## src/rtl/io_cs_pkg.sv

```systemverilog
// Types and constants of the credit scoreboard admission block
`default_nettype none
package io_cs_pkg;

    localparam int HASH_W      = 64;
    localparam int REQ_TAG_W   = 16;
    localparam int BYTES_W     = 24;
    localparam int CREDIT_W    = 16;
    localparam int SLOT_OUT_W  = 6;
    localparam int VERDICT_W   = 3;
    localparam int APB_ADDR_W  = 3;
    localparam int APB_DATA_W  = 32;

    localparam logic [BYTES_W-1:0]  PROG_MAX        = 24'hFFFFFF;
    localparam logic [CREDIT_W-1:0] TOKEN_LIMIT_RST = 16'd1024;

    localparam logic CMD_SUBMIT = 1'b0;
    localparam logic CMD_CMPL   = 1'b1;

    // word index bit of paddr
    localparam logic REG_TOKEN_LIMIT = 1'b0;

    typedef enum logic [VERDICT_W-1:0] {
        VRD_ISSUED    = 3'd0,
        VRD_BLOCKED   = 3'd1,
        VRD_HELD      = 3'd2,
        VRD_COMPLETED = 3'd3,
        VRD_REISSUE   = 3'd4,
        VRD_PHANTOM   = 3'd5
    } t_verdict;

    typedef enum logic [1:0] {
        FR_IDLE,
        FR_REDUCE,
        FR_PUSH
    } t_fr_state;

    typedef enum logic [1:0] {
        BK_CLEAR,
        BK_IDLE,
        BK_EXEC
    } t_bk_state;

    typedef struct packed {
        logic full;
        logic empty;
    } t_fifo_stat;

endpackage
`default_nettype wire

```

## src/rtl/io_cs_if.sv

```systemverilog
// Request and response channel interfaces
`default_nettype none
interface io_cs_in_if
    import io_cs_pkg::*;
();
    logic                 valid;
    logic                 ready;
    logic                 cmd;
    logic                 first_of_batch;
    logic [HASH_W-1:0]    key_hash;
    logic [REQ_TAG_W-1:0] request_tag;
    logic [BYTES_W-1:0]   transfer_bytes;
    logic [BYTES_W-1:0]   bytes_done;

    modport source (
        output valid, cmd, first_of_batch, key_hash, request_tag, transfer_bytes,
               bytes_done,
        input  ready
    );
    modport sink (
        input  valid, cmd, first_of_batch, key_hash, request_tag, transfer_bytes,
               bytes_done,
        output ready
    );
endinterface

interface io_cs_out_if
    import io_cs_pkg::*;
();
    logic                  valid;
    logic                  ready;
    logic [VERDICT_W-1:0]  verdict;
    logic [SLOT_OUT_W-1:0] slot;
    logic [CREDIT_W-1:0]   credits_now;
    logic [BYTES_W-1:0]    resume_offset;
    logic [BYTES_W-1:0]    remaining_bytes;

    modport source (
        output valid, verdict, slot, credits_now, resume_offset, remaining_bytes,
        input  ready
    );
    modport sink (
        input  valid, verdict, slot, credits_now, resume_offset, remaining_bytes,
        output ready
    );
endinterface
`default_nettype wire

```

## src/rtl/io_cs_fifo.sv

```systemverilog
// Short queue between the front and back parts
`default_nettype none
module io_cs_fifo
    import io_cs_pkg::*;
#(
    parameter int WIDTH = 8,
    parameter int DEPTH = 2
) (
    input  wire logic             i_clk,
    input  wire logic             i_rst_n,
    input  wire logic             i_push,
    input  wire logic [WIDTH-1:0] i_push_data,
    input  wire logic             i_pop,
    output logic      [WIDTH-1:0] o_pop_data,
    output t_fifo_stat            o_stat
);

    localparam int AW = (DEPTH > 1) ? $clog2(DEPTH) : 1;
    localparam logic [AW-1:0] LAST = AW'(DEPTH - 1);
    localparam logic [AW:0]   FULL = (AW+1)'(DEPTH);

    logic [WIDTH-1:0] r_mem [DEPTH];
    logic [AW-1:0]    r_wp;
    logic [AW-1:0]    r_rp;
    logic [AW:0]      r_cnt;

    always_ff @(posedge i_clk) begin
        if (!i_rst_n) begin
            r_wp  <= '0;
            r_rp  <= '0;
            r_cnt <= '0;
        end else begin
            if (i_push) begin
                r_wp <= (r_wp == LAST) ? '0 : r_wp + 1'b1;
            end
            if (i_pop) begin
                r_rp <= (r_rp == LAST) ? '0 : r_rp + 1'b1;
            end
            if (i_push && !i_pop) begin
                r_cnt <= r_cnt + 1'b1;
            end else if (i_pop && !i_push) begin
                r_cnt <= r_cnt - 1'b1;
            end
        end
    end

    always_ff @(posedge i_clk) begin
        if (i_push) begin
            r_mem[r_wp] <= i_push_data;
        end
    end

    assign o_pop_data   = r_mem[r_rp];
    assign o_stat.full  = (r_cnt == FULL);
    assign o_stat.empty = (r_cnt == '0);

endmodule
`default_nettype wire

```

## src/rtl/io_cs_front.sv

```systemverilog
// Front part: accepts transactions, derives slot, tag and token count
`default_nettype none
module io_cs_front
    import io_cs_pkg::*;
#(
    parameter int SLOTS       = 64,
    parameter int HASH_SHIFT  = 4,
    parameter int TOKEN_BYTES = 4096,
    parameter int TAG_BITS    = 16,
    parameter int SW          = $clog2(SLOTS),
    parameter int IW          = 2 + TAG_BITS + 3 * BYTES_W + SW
) (
    input  wire logic          i_clk,
    input  wire logic          i_rst_n,
    io_cs_in_if.sink           i_req,
    input  wire logic          i_clearing,
    input  wire t_fifo_stat    i_q_stat,
    output logic               o_push,
    output logic      [IW-1:0] o_push_data
);

    localparam bit POW2      = ((SLOTS & (SLOTS - 1)) == 0);
    localparam int DIGIT_W   = 8;
    localparam int RED_STEPS = HASH_W / DIGIT_W;
    localparam int CW        = $clog2(RED_STEPS);
    localparam logic [CW-1:0] RED_LAST = CW'(RED_STEPS - 1);
    localparam logic [SW:0]   SLOTS_W  = (SW+1)'(SLOTS);
    localparam int DL        = $clog2(TOKEN_BYTES);
    localparam logic [63:0] RCP_FULL =
        ((64'd1 << (BYTES_W + DL)) + 64'(TOKEN_BYTES) - 64'd1) / 64'(TOKEN_BYTES);
    localparam logic [BYTES_W:0] RCP = RCP_FULL[BYTES_W:0];

    t_fr_state r_state;
    t_fr_state n_state;

    logic                  r_cmd;
    logic                  r_first;
    logic [TAG_BITS-1:0]   r_tag;
    logic [BYTES_W-1:0]    r_size;
    logic [BYTES_W-1:0]    r_done;
    logic [BYTES_W-1:0]    r_tok;
    logic [HASH_W-1:0]     r_sh;
    logic [SW-1:0]         r_rem;
    logic [CW-1:0]         r_cnt;

    logic                  accept;
    logic [HASH_W-1:0]     hash_sh;
    logic [TAG_BITS+REQ_TAG_W-1:0] tag_ext;
    logic [2*BYTES_W:0]    tok_prod;
    logic [2*BYTES_W:0]    tok_sh;
    logic [SW-1:0]         n_red;

    assign hash_sh  = i_req.key_hash >> HASH_SHIFT;
    assign tag_ext  = {{TAG_BITS{1'b0}}, i_req.request_tag};
    assign tok_prod = (2*BYTES_W+1)'(i_req.transfer_bytes) * (2*BYTES_W+1)'(RCP);
    assign tok_sh   = tok_prod >> (BYTES_W + DL);

    // remainder by SLOTS, one digit of the shifted hash per cycle
    always_comb begin
        logic [SW:0] acc;
        acc = {1'b0, r_rem};
        for (int i = 0; i < DIGIT_W; i++) begin
            acc = {acc[SW-1:0], r_sh[HASH_W-1-i]};
            if (acc >= SLOTS_W) begin
                acc = acc - SLOTS_W;
            end
        end
        n_red = acc[SW-1:0];
    end

    always_comb begin
        n_state     = r_state;
        o_push      = 1'b0;
        i_req.ready = !i_clearing &&
                      ((r_state == FR_IDLE) || ((r_state == FR_PUSH) && !i_q_stat.full));
        case (r_state)
            FR_IDLE: begin
                if (i_req.valid && i_req.ready) begin
                    n_state = POW2 ? FR_PUSH : FR_REDUCE;
                end
            end
            FR_REDUCE: begin
                if (r_cnt == RED_LAST) begin
                    n_state = FR_PUSH;
                end
            end
            FR_PUSH: begin
                if (!i_q_stat.full) begin
                    o_push = 1'b1;
                    if (i_req.valid && i_req.ready) begin
                        n_state = POW2 ? FR_PUSH : FR_REDUCE;
                    end else begin
                        n_state = FR_IDLE;
                    end
                end
            end
            default: n_state = FR_IDLE;
        endcase
    end

    assign accept = i_req.valid && i_req.ready;

    always_ff @(posedge i_clk) begin
        if (!i_rst_n) begin
            r_state <= FR_IDLE;
            r_cnt   <= '0;
        end else begin
            r_state <= n_state;
            if (accept) begin
                r_cnt <= '0;
            end else if (r_state == FR_REDUCE) begin
                r_cnt <= r_cnt + 1'b1;
            end
        end
    end

    always_ff @(posedge i_clk) begin
        if (accept) begin
            r_cmd   <= i_req.cmd;
            r_first <= i_req.first_of_batch;
            r_tag   <= tag_ext[TAG_BITS-1:0];
            r_size  <= i_req.transfer_bytes;
            r_done  <= i_req.bytes_done;
            r_tok   <= tok_sh[BYTES_W-1:0];
            r_sh    <= hash_sh;
            r_rem   <= POW2 ? hash_sh[SW-1:0] : '0;
        end else if (r_state == FR_REDUCE) begin
            r_sh  <= r_sh << DIGIT_W;
            r_rem <= n_red;
        end
    end

    assign o_push_data = {r_cmd, r_first, r_tag, r_size, r_done, r_tok, r_rem};

endmodule
`default_nettype wire

```

## src/rtl/io_cs_back.sv

```systemverilog
// Back part: scoreboard, credit pool and response register
`default_nettype none
module io_cs_back
    import io_cs_pkg::*;
#(
    parameter int SLOTS    = 64,
    parameter int TAG_BITS = 16,
    parameter int SW       = $clog2(SLOTS),
    parameter int IW       = 2 + TAG_BITS + 3 * BYTES_W + SW
) (
    input  wire logic                i_clk,
    input  wire logic                i_rst_n,
    input  wire logic [CREDIT_W-1:0] i_token_limit,
    input  wire t_fifo_stat          i_q_stat,
    input  wire logic [IW-1:0]       i_pop_data,
    output logic                     o_pop,
    output logic                     o_clearing,
    io_cs_out_if.source              o_rsp
);

    localparam int EW = 1 + TAG_BITS + BYTES_W;
    localparam logic [SW-1:0] SLOT_LAST = SW'(SLOTS - 1);

    t_bk_state r_state;
    t_bk_state n_state;

    logic [EW-1:0]       r_mem [SLOTS];
    logic [EW-1:0]       r_rd;
    logic [IW-1:0]       r_it;
    logic [SW-1:0]       r_clr;
    logic [CREDIT_W-1:0] r_pool;
    logic [CREDIT_W-1:0] n_pool;
    logic                r_batch;
    logic                n_batch;

    logic                r_o_vld;
    t_verdict            r_o_verdict;
    logic [SLOT_OUT_W-1:0] r_o_slot;
    logic [CREDIT_W-1:0] r_o_cred;
    logic [BYTES_W-1:0]  r_o_off;
    logic [BYTES_W-1:0]  r_o_rem;

    logic [SW-1:0]        h_slot;
    logic                 it_cmd, it_first;
    logic [TAG_BITS-1:0]  it_tag;
    logic [BYTES_W-1:0]   it_size, it_done, it_tok;
    logic [SW-1:0]        it_slot;
    logic                 rd_busy;
    logic [TAG_BITS-1:0]  rd_tag;
    logic [BYTES_W-1:0]   rd_prog;

    logic                 go;
    logic                 load;
    logic                 adm;
    logic                 hit;
    logic [BYTES_W:0]     sum_w;
    logic [BYTES_W-1:0]   sum;
    logic [BYTES_W-1:0]   pool_ext;
    logic [BYTES_W-1:0]   head_ext;
    logic [CREDIT_W-1:0]  head;
    logic [SW+SLOT_OUT_W-1:0] slot_ext;
    logic                 mem_we;
    logic [SW-1:0]        mem_wa;
    logic [EW-1:0]        mem_wd;
    t_verdict             verdict;
    logic [BYTES_W-1:0]   off;
    logic [BYTES_W-1:0]   rem;

    assign h_slot = i_pop_data[SW-1:0];
    assign {it_cmd, it_first, it_tag, it_size, it_done, it_tok, it_slot} = r_it;
    assign {rd_busy, rd_tag, rd_prog} = r_rd;

    assign sum_w    = {1'b0, rd_prog} + {1'b0, it_done};
    assign sum      = sum_w[BYTES_W] ? PROG_MAX : sum_w[BYTES_W-1:0];
    assign hit      = rd_busy && (rd_tag == it_tag);
    assign adm      = it_first ? (r_pool != '0) : r_batch;
    assign pool_ext = {{(BYTES_W-CREDIT_W){1'b0}}, r_pool};
    assign head     = i_token_limit - r_pool;
    assign head_ext = {{(BYTES_W-CREDIT_W){1'b0}}, head};
    assign slot_ext = {{SLOT_OUT_W{1'b0}}, it_slot};
    assign go       = !r_o_vld || o_rsp.ready;

    always_comb begin
        n_pool  = r_pool;
        n_batch = r_batch;
        verdict = VRD_PHANTOM;
        off     = '0;
        rem     = '0;
        mem_wd  = {1'b1, it_tag, {BYTES_W{1'b0}}};
        mem_we  = 1'b0;
        if (it_cmd == CMD_SUBMIT) begin
            if (it_first) begin
                n_batch = (r_pool != '0);
            end
            if (!adm) begin
                verdict = VRD_HELD;
            end else if (rd_busy) begin
                verdict = VRD_BLOCKED;
            end else begin
                verdict = VRD_ISSUED;
                mem_we  = 1'b1;
                n_pool  = (it_tok > pool_ext) ? '0 : r_pool - it_tok[CREDIT_W-1:0];
            end
        end else begin
            if (hit) begin
                mem_we = 1'b1;
                off    = sum;
                mem_wd = {(sum != it_size), rd_tag, sum};
                if (sum == it_size) begin
                    verdict = VRD_COMPLETED;
                end else begin
                    verdict = VRD_REISSUE;
                    rem     = (it_size > sum) ? it_size - sum : '0;
                end
            end
            if ((r_pool >= i_token_limit) || (it_tok > head_ext)) begin
                n_pool = i_token_limit;
            end else begin
                n_pool = r_pool + it_tok[CREDIT_W-1:0];
            end
        end
    end

    always_comb begin
        n_state    = r_state;
        o_pop      = 1'b0;
        load       = 1'b0;
        o_clearing = 1'b0;
        case (r_state)
            BK_CLEAR: begin
                o_clearing = 1'b1;
                if (r_clr == SLOT_LAST) begin
                    n_state = BK_IDLE;
                end
            end
            BK_IDLE: begin
                if (!i_q_stat.empty) begin
                    o_pop   = 1'b1;
                    n_state = BK_EXEC;
                end
            end
            BK_EXEC: begin
                if (go) begin
                    load    = 1'b1;
                    n_state = BK_IDLE;
                end
            end
            default: n_state = BK_IDLE;
        endcase
    end

    always_comb begin
        if (r_state == BK_CLEAR) begin
            mem_wa = r_clr;
        end else begin
            mem_wa = it_slot;
        end
    end

    always_ff @(posedge i_clk) begin
        if (r_state == BK_CLEAR) begin
            r_mem[mem_wa] <= '0;
        end else if (load && mem_we) begin
            r_mem[mem_wa] <= mem_wd;
        end
        if (o_pop) begin
            r_rd <= r_mem[h_slot];
            r_it <= i_pop_data;
        end
    end

    always_ff @(posedge i_clk) begin
        if (!i_rst_n) begin
            r_state <= BK_CLEAR;
            r_clr   <= '0;
            r_pool  <= TOKEN_LIMIT_RST;
            r_batch <= 1'b0;
            r_o_vld <= 1'b0;
        end else begin
            r_state <= n_state;
            if (r_state == BK_CLEAR) begin
                r_clr <= r_clr + 1'b1;
            end
            if (load) begin
                r_pool  <= n_pool;
                r_batch <= n_batch;
                r_o_vld <= 1'b1;
            end else if (o_rsp.ready) begin
                r_o_vld <= 1'b0;
            end
        end
    end

    always_ff @(posedge i_clk) begin
        if (load) begin
            r_o_verdict <= verdict;
            r_o_slot    <= slot_ext[SLOT_OUT_W-1:0];
            r_o_cred    <= n_pool;
            r_o_off     <= off;
            r_o_rem     <= rem;
        end
    end

    assign o_rsp.valid           = r_o_vld;
    assign o_rsp.verdict         = r_o_verdict;
    assign o_rsp.slot            = r_o_slot;
    assign o_rsp.credits_now     = r_o_cred;
    assign o_rsp.resume_offset   = r_o_off;
    assign o_rsp.remaining_bytes = r_o_rem;

endmodule
`default_nettype wire

```

## src/rtl/io_credit_scoreboard_admit_top.sv

```systemverilog
// Credit scoreboard admission block: top level with configuration port
//
// Requests enter on i_req (valid/ready) as submit or completion transactions;
// each one yields exactly one response on o_rsp, in order.
// The front part takes a transaction, computes its scoreboard slot and token
// count, and places it in a two-entry queue. With SLOTS a power of two the
// slot needs no reduction; otherwise the slot remainder is formed one hash
// byte per cycle before the push. A new transaction is taken as one is pushed.
// The back part reads the scoreboard memory (one registered read), then
// updates the slot and the credit pool and loads the response register; it
// pops no new transaction until that memory read-modify-write is done.
// Items pass the front registers, the queue, the read and response registers.
// After reset the scoreboard is swept clear slot by slot with i_req.ready
// low; configuration writes are taken throughout. The pool resets to 1024.
// When o_rsp stalls, the response register holds; the queue keeps filling
// until it is full, and i_req.ready then drops while the front waits to push.
// token_limit is written over APB at byte address 0.
`default_nettype none
module io_credit_scoreboard_admit_top
    import io_cs_pkg::*;
#(
    parameter int SLOTS       = 64,
    parameter int HASH_SHIFT  = 4,
    parameter int TOKEN_BYTES = 4096,
    parameter int TAG_BITS    = 16
) (
    input  wire logic                  i_clk,
    input  wire logic                  i_rst_n,
    io_cs_in_if.sink                   i_req,
    io_cs_out_if.source                o_rsp,
    input  wire logic                  psel,
    input  wire logic                  penable,
    input  wire logic                  pwrite,
    input  wire logic [APB_ADDR_W-1:0] paddr,
    input  wire logic [APB_DATA_W-1:0] pwdata,
    output logic      [APB_DATA_W-1:0] prdata,
    output logic                       pready
);

    localparam int SW = $clog2(SLOTS);
    localparam int IW = 2 + TAG_BITS + 3 * BYTES_W + SW;

    logic [CREDIT_W-1:0] r_token_limit;
    logic                clearing;
    logic                push;
    logic                pop;
    logic [IW-1:0]       push_data;
    logic [IW-1:0]       pop_data;
    t_fifo_stat          q_stat;

    assign pready = 1'b1;

    always_ff @(posedge i_clk) begin
        if (!i_rst_n) begin
            r_token_limit <= TOKEN_LIMIT_RST;
        end else if (psel && penable && pwrite && pready &&
                     (paddr[APB_ADDR_W-1] == REG_TOKEN_LIMIT)) begin
            r_token_limit <= pwdata[CREDIT_W-1:0];
        end
    end

    always_comb begin
        prdata = '0;
        if (paddr[APB_ADDR_W-1] == REG_TOKEN_LIMIT) begin
            prdata = {{(APB_DATA_W-CREDIT_W){1'b0}}, r_token_limit};
        end
    end

    io_cs_front #(
        .SLOTS       (SLOTS),
        .HASH_SHIFT  (HASH_SHIFT),
        .TOKEN_BYTES (TOKEN_BYTES),
        .TAG_BITS    (TAG_BITS),
        .SW          (SW),
        .IW          (IW)
    ) u_front (
        .i_clk       (i_clk),
        .i_rst_n     (i_rst_n),
        .i_req       (i_req),
        .i_clearing  (clearing),
        .i_q_stat    (q_stat),
        .o_push      (push),
        .o_push_data (push_data)
    );

    io_cs_fifo #(
        .WIDTH (IW),
        .DEPTH (2)
    ) u_fifo (
        .i_clk       (i_clk),
        .i_rst_n     (i_rst_n),
        .i_push      (push),
        .i_push_data (push_data),
        .i_pop       (pop),
        .o_pop_data  (pop_data),
        .o_stat      (q_stat)
    );

    io_cs_back #(
        .SLOTS    (SLOTS),
        .TAG_BITS (TAG_BITS),
        .SW       (SW),
        .IW       (IW)
    ) u_back (
        .i_clk         (i_clk),
        .i_rst_n       (i_rst_n),
        .i_token_limit (r_token_limit),
        .i_q_stat      (q_stat),
        .i_pop_data    (pop_data),
        .o_pop         (pop),
        .o_clearing    (clearing),
        .o_rsp         (o_rsp)
    );

endmodule
`default_nettype wire

```

## src/flat_wrapper.sv

```systemverilog
// flat-port wrapper written by rule: the top's interface ports become plain ports
module io_credit_scoreboard_admit_top_flat import io_cs_pkg::*;
#(
    parameter int SLOTS       = 64,
    parameter int HASH_SHIFT  = 4,
    parameter int TOKEN_BYTES = 4096,
    parameter int TAG_BITS    = 16
)
  (i_clk, i_rst_n, psel, penable, pwrite, paddr, pwdata, prdata, pready, i_req_valid, i_req_cmd, i_req_first_of_batch, i_req_key_hash, i_req_request_tag, i_req_transfer_bytes, i_req_bytes_done, i_req_ready, o_rsp_valid, o_rsp_verdict, o_rsp_slot, o_rsp_credits_now, o_rsp_resume_offset, o_rsp_remaining_bytes, o_rsp_ready);
  io_cs_in_if i_req_i ();
  io_cs_out_if o_rsp_i ();
  input  wire logic i_clk;
  input  wire logic i_rst_n;
  input  wire logic psel;
  input  wire logic penable;
  input  wire logic pwrite;
  input  wire logic [APB_ADDR_W-1:0] paddr;
  input  wire logic [APB_DATA_W-1:0] pwdata;
  output logic      [APB_DATA_W-1:0] prdata;
  output logic pready;
  input wire logic [$bits(i_req_i.valid)-1:0] i_req_valid;
  input wire logic [$bits(i_req_i.cmd)-1:0] i_req_cmd;
  input wire logic [$bits(i_req_i.first_of_batch)-1:0] i_req_first_of_batch;
  input wire logic [$bits(i_req_i.key_hash)-1:0] i_req_key_hash;
  input wire logic [$bits(i_req_i.request_tag)-1:0] i_req_request_tag;
  input wire logic [$bits(i_req_i.transfer_bytes)-1:0] i_req_transfer_bytes;
  input wire logic [$bits(i_req_i.bytes_done)-1:0] i_req_bytes_done;
  output wire logic [$bits(i_req_i.ready)-1:0] i_req_ready;
  output wire logic [$bits(o_rsp_i.valid)-1:0] o_rsp_valid;
  output wire logic [$bits(o_rsp_i.verdict)-1:0] o_rsp_verdict;
  output wire logic [$bits(o_rsp_i.slot)-1:0] o_rsp_slot;
  output wire logic [$bits(o_rsp_i.credits_now)-1:0] o_rsp_credits_now;
  output wire logic [$bits(o_rsp_i.resume_offset)-1:0] o_rsp_resume_offset;
  output wire logic [$bits(o_rsp_i.remaining_bytes)-1:0] o_rsp_remaining_bytes;
  input wire logic [$bits(o_rsp_i.ready)-1:0] o_rsp_ready;
  assign i_req_i.valid = i_req_valid;
  assign i_req_i.cmd = i_req_cmd;
  assign i_req_i.first_of_batch = i_req_first_of_batch;
  assign i_req_i.key_hash = i_req_key_hash;
  assign i_req_i.request_tag = i_req_request_tag;
  assign i_req_i.transfer_bytes = i_req_transfer_bytes;
  assign i_req_i.bytes_done = i_req_bytes_done;
  assign i_req_ready = i_req_i.ready;
  assign o_rsp_valid = o_rsp_i.valid;
  assign o_rsp_verdict = o_rsp_i.verdict;
  assign o_rsp_slot = o_rsp_i.slot;
  assign o_rsp_credits_now = o_rsp_i.credits_now;
  assign o_rsp_resume_offset = o_rsp_i.resume_offset;
  assign o_rsp_remaining_bytes = o_rsp_i.remaining_bytes;
  assign o_rsp_i.ready = o_rsp_ready;
  io_credit_scoreboard_admit_top #(.SLOTS(SLOTS), .HASH_SHIFT(HASH_SHIFT), .TOKEN_BYTES(TOKEN_BYTES), .TAG_BITS(TAG_BITS)) u_core (.i_clk(i_clk), .i_rst_n(i_rst_n), .i_req(i_req_i), .o_rsp(o_rsp_i), .psel(psel), .penable(penable), .pwrite(pwrite), .paddr(paddr), .pwdata(pwdata), .prdata(prdata), .pready(pready));
endmodule
```

## config.mk

```make
export PLATFORM = sky130hd
export DESIGN_NAME = io_credit_scoreboard_admit_top_flat
export DESIGN_NICKNAME = d
export VERILOG_FILES = /design/src/rtl/io_cs_pkg.sv /design/src/rtl/io_cs_if.sv /design/src/rtl/io_cs_fifo.sv /design/src/rtl/io_cs_front.sv /design/src/rtl/io_cs_back.sv /design/src/rtl/io_credit_scoreboard_admit_top.sv /design/src/flat_wrapper.sv
export SDC_FILE = /design/constraint.sdc
export NUM_CORES = 2
export LEC_CHECK = 0
export BUFFER_PORTS_ARGS = -buffer_cell sky130_fd_sc_hd__clkbuf_2
export CORE_ASPECT_RATIO = 1.25
export CORE_UTILIZATION = 24
export CTS_CLUSTER_SIZE = 24
export DETAILED_ROUTE_END_ITERATION = 7
export GPL_ROUTABILITY_DRIVEN = 0
export PLACE_DENSITY_LB_ADDON = 0.05
export SLEW_MARGIN = 20
export SYNTH_ARGS = -nofsm -noshare
export SYNTH_HDL_FRONTEND = slang
export SYNTH_SLANG_ARGS = --single-unit
```

## constraint.sdc

```tcl
create_clock -name i_clk -period 14.6 [get_ports i_clk]
set_clock_uncertainty 0.2 [all_clocks]
set_input_delay 0.73 -clock i_clk [delete_from_list [all_inputs] [get_ports i_clk]]
set_output_delay 0.73 -clock i_clk [all_outputs]
set_load 0.02 [all_outputs]
```

**Word level (Yosys, flattened, before mapping)**

Memories as Yosys holds them, arrays and structs flattened. A register that Yosys moved wholly into a read port is not among the register bits.
Index checks and enable logic that the tools add are counted.

- Register bits: 368
- Memory bits (writable): 2792
- Input bits: 172
- Logic and storage cells: 175
- Memories: 2

Memory list:

| memory | depth | width | rd ports | clocked after Yosys merged registers in | wr ports | line | source |
|---|---|---|---|---|---|---|---|
| u_core.u_back.r_mem | 64 | 41 | 1 | 1 | 1 | io_cs_back.sv:27 | `logic [EW-1:0] r_mem [SLOTS];` |
| u_core.u_fifo.r_mem | 2 | 84 | 1 | 1 | 1 | io_cs_fifo.sv:22 | `logic [WIDTH-1:0] r_mem [DEPTH];` |

- $add $sub $neg: 19
- Magnitude comparators: 12
- Equal/unequal tests: 16
- Mux-type cells: 63
- Bitwise operators: 6
- Reductions and logical operators: 31

Operators by type and width:

| kind | number |
|---|---|
| 41-bit two-way mux | 3 |
| 60-bit two-way mux | 2 |
| 16-bit two-way mux | 6 |
| 6-bit two-way mux | 11 |
| 7-bit greater-or-equal comparator (second input constant) | 8 |
| 24-bit by 16-bit greater-than comparator with 1-bit output | 2 |
| 6-bit by 1-bit subtractor with 6-bit output (second input constant) | 8 |
| 16-bit subtractor | 2 |
| 24-bit by 24-bit adder with 25-bit output | 1 |
| 1-bit two-way mux | 25 |
| 24-bit equality test | 1 |
| 24-bit greater-than comparator | 1 |
| 24-bit two-way mux | 1 |
| 24-bit != test | 1 |
| 24-bit subtractor | 1 |
| 2-bit two-way mux | 10 |
| 16-bit adder | 1 |
| 16-bit equality test | 1 |
| 16-bit greater-or-equal comparator | 1 |
| 16-bit nonzero test | 1 |
| 2-bit != test (second input constant) | 6 |
| 2-bit one-hot mux with 3 select lines | 2 |
| 1-bit logical AND | 10 |
| 3-bit two-way mux | 3 |
| other kinds (19) | 39 |

**Logic depth before layout (Yosys ltp)**

- Word-level depth: 18
- Mapped depth: 21

**Hierarchy**

From an unflattened synthesis, not the netlist that was laid out.

- Cells, all modules: 5715
- Area total of the unflattened synthesis: 125700.6 µm²

By module, submodules not included:

| module | times used | cells each | area each (µm²) | sequential area each (µm²) |
|---|---|---|---|---|
| io_cs_back | 1 | 5106 | 113521.4 | 85622.1 |
| io_cs_fifo | 1 | 321 | 7344.5 | 5865.6 |
| io_cs_front | 1 | 182 | 3922.5 | 3143.0 |
| io_credit_scoreboard_admit_top | 1 | 106 | 912.1 | 320.3 |

**Worst setup path after synthesis**

Ideal clock, no wire load.

- Path kind: reg2reg
- Start point: register u_core.u_back.r_rd[1], read port of u_core.u_back.r_mem
- End point: memory u_core.u_back.r_mem[0][23] (netlist name) (data pin)
- Arrival: 5.043 ns
- Required time: 13.718 ns
- Path slack: 8.676 ns
- Cell stages (with the launch flop): 11
- Period minus slack after synthesis: 5.924 ns
- Cells stage by stage: edfxtp_1 ha_1 a21o_1 a21o_1 a211oi_1 o22ai_1 a221oi_1 a21oi_1 a41oi_1 mux2_2 nor3_1

- Cells in the longest elaborated chain, start to end: 5

RTL lines:

| what | line | source |
|---|---|---|
| start, declared | io_cs_back.sv:28 | `logic [EW-1:0] r_rd;` |
| 24-bit by 24-bit adder with 25-bit output | io_cs_back.sv:73 | `assign sum_w = {1'b0, rd_prog} + {1'b0, it_done};` |
| 24-bit two-way mux | io_cs_back.sv:74 | `assign sum = sum_w[BYTES_W] ? PROG_MAX : sum_w[BYTES_W-1:0];` |
| 41-bit two-way mux | io_cs_back.sv:105 | `if (hit) begin` |
| 41-bit two-way mux | io_cs_back.sv:91 | `if (it_cmd == CMD_SUBMIT) begin` |
| 41-bit two-way mux (no source line) | n/a |  |
| end, declared | io_cs_back.sv:27 |  |

No other way between the ends.

**Final worst setup path**

- Start point: register u_core.u_back.r_rd[0], read port of u_core.u_back.r_mem
- End point: memory u_core.u_back.r_mem[63][40] (netlist name) (data pin)

- Cells in the longest elaborated chain, start to end: 6

RTL lines:

| what | line | source |
|---|---|---|
| 24-bit by 24-bit adder with 25-bit output | io_cs_back.sv:73 |  |
| 24-bit two-way mux | io_cs_back.sv:74 |  |
| 24-bit != test | io_cs_back.sv:108 | `mem_wd = {(sum != it_size), rd_tag, sum};` |
| 41-bit two-way mux | io_cs_back.sv:105 |  |
| 41-bit two-way mux | io_cs_back.sv:91 |  |
| 41-bit two-way mux (no source line) | n/a |  |

No other way between the ends.

==> impl_metrics.py <==
metrics = {
    "die": {
        "die_area_um2": 531000,
        "fp.dieH_um": 815,
        "row_count": 298,
        "fp.coreArea_um2": 526000,
        "ios": 280,
        "die_w_um": 652,
        "start_util_pct": 24.1,
    },
    "finish": {
        "area_growth_syn_to_layout_pct": 17.9,
        "drive_gt1_share_pct": 11.3,
        "layout_commonest_cell": "edfxtp_1",
        "final_core_utilization_pct": 28.4,
        "final_cell_mix": "edfxtp_1 (3,058), nand2_1 (2,839), nand3_1 (1,346)",
        "nets": 10500,
    },
    "timing": {
        "max_clock_freq_mhz": 148,
        "slew_viol_final": 0,
        "setup_violations": 0,
        "relSlewSlack_pct": 21.6,
        "fin_setup_tns_ns": 0,
        "fin_crit_ns": 6.74,
        "post-route-period-util_pct": 46.1,
        "hold_viol_final": 0,
        "tightest_slew_ns": 1.17,
        "rsz0062_at_grt": "false",
    },
    "synthesis": {
        "yosysSeqAreaShare_pct": 73.2,
        "yosysUniqueCellTypes": 92,
        "synth_edf_count": 3058,
        "syn_area_um2": 127000,
        "ys_warn_count": 0,
        "postSynth.asyncResetShare_pct": 0,
        "avgSynthCellArea_um2": 12.8,
        "ys.flop_type": "edfxtp_1",
        "synth_seq_cells": 3106,
        "synthCells": 9891,
    },
    "power": {
        "p_sw_uw": 3900,
        "irDropWorstVdd_uv": 84.3,
        "cellPowerDensity_nw_per_um2": 124,
        "finalPower_uw": 18600,
        "pwr-share-comb_pct": 1.1,
        "pwr-share-seq_pct": 52.3,
        "p_sw_share_pct": 21.0,
        "p_clk_share_pct": 46.7,
        "p_int_uw": 14700,
        "leakagePower_uw": 0.0508,
    },
    "clock_network": {
        "cts_resized": 0,
        "holdBufCountCts": 116,
        "clockRootBuffer": "clkbuf_16",
        "cts_buffers": 356,
        "clk_latency_ns": 1.00,
        "clock-sinks": 3106,
        "clk_path_buf_depth": 4,
        "postCtsSetupRepairBufs": 0,
        "cts_htree_levels": 5,
        "clkTransAtPathRegs_ns": 0.06,
        "cts_tree": "yes",
    },
    "global_routing": {
        "top_usage_layer": "met2",
        "grtUsageMet3_pct": 1.78,
        "grt_pass1_wl_um": 644000,
        "gr-total-overflow": 0,
        "grt_antenna_before_repair": 27,
        "grt_pass1_vias": 80600,
        "gr-usage-met2_pct": 29.5,
        "grtUsageTotal_pct": 16.9,
        "grt_max_degree": 127,
        "grtUsageMet1_pct": 22.3,
    },
    "outcome": {
        "status": "finished, final reports clean",
    },
    "worst_setup_path": {
        "worstPathRequired_ns": 15.02,
        "critPathLaunchType": "register",
        "timing.rr.start": "u_core.u_back.r_rd[0]",
        "endpoint_kind": "register",
        "crit_fanout": 64,
        "path_class": "reg2reg",
        "critical_path_arrival_ns": 7.15,
        "cp-startpoint": "u_core.u_back.r_rd[0]",
    },
    "route": {
        "ant_nets": 0,
        "wl_per_cell_um": 26.3,
        "routed-via-count": 81000,
        "drc": 0,
        "first_pass_iters": 7,
        "first_iter_violations": 5719,
        "drt_wl_total_um": 461000,
        "viasPerCell": 4.61,
    },
    "worst_hold_path": {
        "worstHoldPathType": "in2reg",
        "worstHoldStart": "i_rst_n",
    },
    "placed_design": {
        "dp_hpwl_um": 260000,
        "port_buffers": 214,
    },
    "flow_run": {
        "cap_violations": 0,
    },
}
## power by group through the flow
stage	registers [uW]	logic [uW]	clock network [uW]
finish	9710	201	8660
global route	9710	217	9260
CTS	9710	208	8990
detailed placement	9900	178	0
global placement	9890	178	0
floorplan	9890	88.8	0
## stage by stage
step                setup WS [ns]  instances  hold WS, ns  cell area [um^2]
floorplan                    8.68       9906        0.221            127000
global placement             7.77      16800        0.229            137000
detailed placement           7.73      16800        0.231            137000
CTS                          7.68      17500       0.0245            149000
global route                 7.45      17500       0.0925            149000
finish                       7.86      17600       0.0982            149000
## worst max-delay path, stage by stage, from the launching register on
cell	delay (ns)
edfxtp_1	0.38
ha_1	0.25
fa_1	0.46
a211oi_1	0.30
o21a_1	0.22
a211oi_1	0.21
o21ai_1	0.41
nand2_2	0.46
nor4_1	0.50
buf_4	0.24
ha_1	0.25
nand2_1	0.20
nor3_1	0.24
nand3_1	0.21
nor2_1	0.16
nand2_1	0.15
a2111oi_4	0.75
inv_1	0.09
o21a_2	0.25
buf_4	0.28
## state kept, by name, summed over array words and instances (netlist names), 24 cells and up, named ones only
name / flops
u_core.u_back.r_it: 72
u_core.u_front.r_size: 24
u_core.u_front.r_sh: 34
u_core.u_back.o_rsp.remaining_bytes: 24
u_core.u_front.r_done: 24
u_core.u_back.r_rd: 41
u_core.u_fifo.r_mem: 144
u_core.u_back.o_rsp.resume_offset: 24
u_core.u_back.r_mem: 2624
## layout make-up
type                            count  area (um^2)
Antenna cell                       25         62.6
Clock buffer                      455         9450
Clock inverter                    181         1480
Fill cell                       53500       377000
Inverter                           82          343
Multi-Input combinational cell   6066        32000
Sequential cell                  3106        92800
Tap cell                         7050         8820
Timing Repair Buffer              603         4540
## kinds of logic (layout without fill, tap and decap cells)
group,Yosys count,in the layout,synth area share [%]
buffers and inverters,734,1321,2.26
adder cells (fa/ha/maj),118,118,1.19
other,2,42,0.00592
XOR/XNOR,81,81,0.560
AND/OR/NAND/NOR,4824,4824,16.4
multiplexers,87,87,0.757
flip-flops,3106,3106,73.2
AO/OA/AOI/OAI,939,939,5.62
## Yosys cell counts, drive strengths merged, types with 6 or more instances
cell | number | area, um^2
nor3b | 8 | 60.1
nand4 | 16 | 100
o21a | 13 | 97.6
a21o | 38 | 289
xnor2 | 46 | 403
mux2i | 16 | 160
mux2 | 71 | 800
nor2 | 212 | 796
edfxtp | 3058 | 91800
o21bai | 12 | 90.1
and2 | 43 | 269
clkbuf | 561 | 2110
or2 | 7 | 43.8
a2111oi | 7 | 86.3
a21oi | 174 | 882
a21boi | 23 | 173
or3 | 14 | 87.6
xor2 | 35 | 307
and3 | 176 | 1100
dfxtp | 48 | 961
o31ai | 11 | 87.6
a31oi | 62 | 415
nand3b | 11 | 82.6
buf | 90 | 439
nand2 | 2842 | 10700
nor2b | 25 | 156
a311oi | 455 | 3990
o211ai | 19 | 143
o22ai | 6 | 37.5
nor3 | 81 | 410
inv | 81 | 304
o21ai | 61 | 309
ha | 114 | 1430
a211oi | 10 | 75.1
nand3 | 1347 | 6740
nand2b | 15 | 93.8
nor4 | 15 | 93.8
## metal layers
metal	vias up	wire length [um]
li1	37100	-
met1	41800	206000
met2	1564	230000
met3	517	14900
met4	2	10200
met5	-	13
## final timing paths
| check | to | slack (ns) | cells past startpoint |
|---|---|---|---|
| max | u_core.u_back.r_mem[63][40] | 7.86 | 19 |
| min | u_core.r_token_limit[10] | 0.1 | 3 |
| max reg2reg | u_core.u_back.r_mem[63][40] | 7.86 | 19 |
| min reg2reg | u_core.u_fifo.r_mem[1][69] | 0.24 | 0 |
Note: power is estimated with default switching activity, not from simulation.
